$ cat src/hdl/msq_div_pipe.sv
// ----------------------------------------------------------------------------
// Pipelined fraction divider
// Computes floor(num * 2^FB / den) for num < den, one quotient bit per stage.
// ----------------------------------------------------------------------------
`default_nettype none

module msq_div_pipe #(
   parameter int VB = 16,
   parameter int FB = 16
) (
   input  wire logic          clock,
   input  wire logic          en_i,
   input  wire logic [VB-1:0] num_i,
   input  wire logic [VB-1:0] den_i,
   output logic      [FB-1:0] quo_o
);

   logic [VB-1:0] rem_ff [FB];
   logic [VB-1:0] den_ff [FB];
   logic [FB-1:0] quo_ff [FB];
   logic [VB-1:0] rem_in [FB];
   logic [FB-1:0] quo_in [FB];

   always_comb begin
      logic [VB:0]   t;
      logic [VB-1:0] rp;
      logic [VB-1:0] dp;
      logic [FB-1:0] qp;
      for (int k = 0; k < FB; k++) begin
         if (k == 0) begin
            rp = num_i;
            dp = den_i;
            qp = '0;
         end else begin
            rp = rem_ff[k-1];
            dp = den_ff[k-1];
            qp = quo_ff[k-1];
         end
         t = {rp, 1'b0};
         if (t >= {1'b0, dp}) begin
            rem_in[k] = VB'(t - {1'b0, dp});
            quo_in[k] = {qp[FB-2:0], 1'b1};
         end else begin
            rem_in[k] = t[VB-1:0];
            quo_in[k] = {qp[FB-2:0], 1'b0};
         end
      end
   end

   always_ff @(posedge clock) begin
      if (en_i) begin
         for (int k = 0; k < FB; k++) begin
            rem_ff[k] <= rem_in[k];
            quo_ff[k] <= quo_in[k];
            den_ff[k] <= (k == 0) ? den_i : den_ff[k-1];
         end
      end
   end

   assign quo_o = quo_ff[FB-1];

endmodule

`default_nettype wire

$ cat config.mk
export PLATFORM = sky130hd
export DESIGN_NAME = msq_div_pipe
export DESIGN_NICKNAME = d
export VERILOG_FILES = /design/src/hdl/msq_div_pipe.sv
export SDC_FILE = /design/constraint.sdc
export NUM_CORES = 1
export LEC_CHECK = 0
export ABC_AREA = 1
export BUFFER_PORTS_ARGS = -buffer_cell sky130_fd_sc_hd__buf_2
export CAP_MARGIN = 20
export CORE_UTILIZATION = 35
export CTS_CLUSTER_DIAMETER = 80
export DETAILED_ROUTE_END_ITERATION = 8
export PLACE_DENSITY = 0.55
export SYNTH_ARGS = -nofsm -noshare
export SYNTH_HDL_FRONTEND = slang
export SYNTH_SLANG_ARGS = --single-unit
export TNS_END_PERCENT = 30
$ cat constraint.sdc
create_clock -name clock -period 2.1 [get_ports clock]
set_input_delay 0.315 -clock clock [delete_from_list [all_inputs] [get_ports clock]]
set_output_delay 0.315 -clock clock [all_outputs]
set_load 0.03 [all_outputs]
==> impl_metrics.json <==
{
  "antenna_left": 0,
  "grt_max_degree": 47,
  "rsz0062_at_grt": "true",
  "p_comb_share_pct": 50.4,
  "hold_path_class": "primary input to flip-flop",
  "async_reset_ff_share_pct": 0,
  "synth_cell_types": 34,
  "fin_ws_ns": 0.006950,
  "gp_congestion": 0.8804,
  "finalPower_w": 0.06828,
  "port_buffers": 49,
  "switching_power_w": 0.02694,
  "skew_ns": 0.02759,
  "cp_slowest_cell": "edfxtp_1",
  "worst_path_most_repeated_cell": "nand2_1",
  "finalHoldViolCount": 0,
  "clkSinkCount": 616,
  "die_y_um": 333.5,
  "htreeDepth": 3,
  "max_stage_delay_ns": 0.47,
  "area_growth_pct": 30.23,
  "seqPwrFrac_pct": 29.7,
  "p_sw_share_pct": 39.46,
  "die_area_sq_um": 111200,
  "viasPerCell": 4.564,
  "path_class": "flip-flop to flip-flop",
  "synth_edf_count": 616,
  "antenna_found_initial": 1,
  "final_nets": 5623,
  "critical_path_buf_inv_count": 3,
  "cp_max_fo": 7,
  "wl_um": 101000,
  "setup_viol": 0,
  "synth_nets": 4898,
  "rows": 121,
  "cp_data_arrival_time_ns": 2.50,
  "grt-ovfl-total": 0,
  "relSlewSlack_pct": 56.62,
  "instances_no_fill": 6794,
  "ys_seq_area_share_pct": 48.10,
  "track_usage_pct": 17.63,
  "clock_latency_ns": 0.66,
  "max_cap_violations": 0,
  "ys_warn_count": 0,
  "clk_pin_slew_worst_paths_ns": 0.06,
  "drive_gt1_share_pct": 22.88,
  "leakage_nw": 24.12,
  "max_freq_ghz": 0.4778,
  "cts_tree": "done",
  "grt_pass1_vias": 29410,
  "drtIter0Drc": 2013,
  "syn_avg_cell_area_sq_um": 8.372,
  "regArea_sq_um": 18500,
  "io_pins": 50,
  "initial_utilization_pct": 35.33,
  "avgRoutedWirePerCell_um": 14.87,
  "ys_ff_latch": 616,
  "grt_pass1_wl_um": 156100,
  "cts_buffers": 76,
  "synth_ff_type": "edfxtp_1",
  "antenna_cells": 0,
  "r2r_setup_slack_ns": 0.007,
  "dp_cells": 6542,
  "cp-start-kind": "flip-flop",
  "drtPass1Iterations": 6,
  "dp_slack_ns": -0.06680,
  "critPathTopFamily": "simple AND/OR/NAND/NOR gates",
  "final.fill_count": 10360,
  "intPower_w": 0.04133,
  "synth_cells": 4594,
  "path_cells": "ha_4 -> nand2_1 -> nor2_2 -> nand2_1 -> nor2_2 -> nor2_4 -> buf_12 -> buf_4 -> buf_4 -> nand3_1 -> nand2_1",
  "core_sq_um": 108900,
  "p_per_area_nw_per_um2": 1363,
  "hpwl_um": 76830,
  "drc": 0,
  "status": "finished clean",
  "clkPwrFrac_pct": 19.9,
  "chipWidth_um": 333.5,
  "clk_path_buf_depth": 3,
  "vias": 31010,
  "worst_slew_pin_slew_ns": 0.6507,
  "cts-root-buf": "clkbuf_16",
  "cp.required_ns": 2.50,
  "netlist_area_sq_um": 38460,
  "period_minus_slack_ns": 2.093,
  "ir_worst_vdd_v": 0.0007798,
  "slew_violations": 0,
  "multi_input_area_sq_um": 18440,
  "period_share_pct": 99.67,
  "end_kind": "flip-flop"
}
## cells in the mapped netlist, types with 10 or more instances
cell type	count	share of area, %
nand2_4	17	0.50
nand4_1	72	1.2
nand2_1	1714	17
nor2_2	49	0.80
buf_2	14	0.18
xnor2_1	32	0.73
nand3_2	22	0.57
or2_1	12	0.20
o21ai_0	18	0.23
edfxtp_1	616	48
fa_1	15	0.78
inv_4	10	0.16
buf_4	21	0.41
nand3_1	272	3.5
nand3b_1	51	1.0
and2_1	52	0.85
a21oi_1	151	2.0
buf_6	25	0.73
nand2_2	25	0.41
ha_1	255	8.3
nor3_1	24	0.31
inv_1	838	8.2
nor2_1	183	1.8
xor2_1	72	1.6
## routing by layer
layer / up-vias / share of wire, % / global-route usage (%)
li1: 16100 / - / -
met1: 14250 / 48 / 24.01
met2: 538 / 47 / 29.43
met3: 123 / 3.9 / 2.407
met4: 0 / 1.9 / 4.334
met5: - / 0 / 0
## metrics by stage
stage,hold WS (ns),instance area (sq um),TNS (ns),utilization [%]
CTS,0.1357,47330,0,43.48
floorplan,0.4003,38460,0,-
detailed placement,0.4045,44290,-1.384,40.68
global route,0.1510,50090,-1.243,46.01
finish,0.1646,50090,0,46.01
global placement,0.4015,44290,-1.338,40.68
## worst paths after layout
kind                                               from                      end  depth (start not counted)
worst max-delay path            rem_ff[0][21]$_DFFE_PP_  rem_ff[0][38]$_DFFE_PP_                         11
worst min-delay path                               en_i  den_ff[0][26]$_DFFE_PP_                          1
worst max register to register  rem_ff[0][21]$_DFFE_PP_  rem_ff[0][38]$_DFFE_PP_                         11
worst min register to register  quo_ff[1][37]$_DFFE_PP_  quo_ff[1][54]$_DFFE_PP_                          0
## area by class of cell
type / count / share of cell area [%]
Sequential cell: 616 / 36.93
Multi-Input combinational cell: 3064 / 36.81
Timing Repair Buffer: 707 / 11.05
Inverter: 854 / 6.500
Clock buffer: 78 / 3.855
Tap cell: 1414 / 3.532
Clock inverter: 61 / 1.319
## power by group through the flow
stage	clock, W	combinational [W]	sequential [W]
after floorplan	0	0.0201	0.0189
after CTS	0.0140	0.0313	0.0198
after detailed placement	0	0.0309	0.0200
after global placement	0	0.0306	0.0200
final	0.0136	0.0344	0.0203
after global routing	0.0144	0.0385	0.0206
## registers in the layout (all words and copies together), names as in the netlist
signal,flops
rem_ff,240
quo_ff,136
den_ff,240
## layout by cell type (no fill, tap or decap), types with 15 or more instances in the layout
cell	netlist	layout
nand3_1	272	254
nand2_2	25	66
edfxtp_1	616	616
buf_12	0	19
a21oi_1	151	144
inv_2	6	23
inv_1	838	819
ha_1	255	102
ha_2	0	16
nor2_2	49	68
buf_2	14	48
nand2_1	1714	1672
nor2_1	183	156
and2_1	52	52
nand3b_1	51	51
nand2_4	17	16
clkbuf_16	0	78
dlygate4sd3_1	0	30
clkinv_2	0	15
ha_4	0	137
xor2_1	72	72
buf_4	21	605
nand3_2	22	40
xnor2_1	32	32
o21ai_0	18	17
nand4_1	72	72
nor3_2	9	18
## cell families after synthesis
group	Yosys count	share of synthesized area, %
compound gates	172	2.258
buf+inv	917	9.763
flops	616	48.10
xor+xnor	104	2.368
simple gates	2515	28.44
fa+ha+maj	270	9.077
## repair_timing
item	in CTS	in global routing
gates resized for setup	21	307
endpoints found under the setup margin	66	240
pin swaps	2	46
hold endpoints to repair	30	0
cloned	1	3
hold buffers	30	0
setup buffers	5	75
Power figures use the tool's default switching activity.
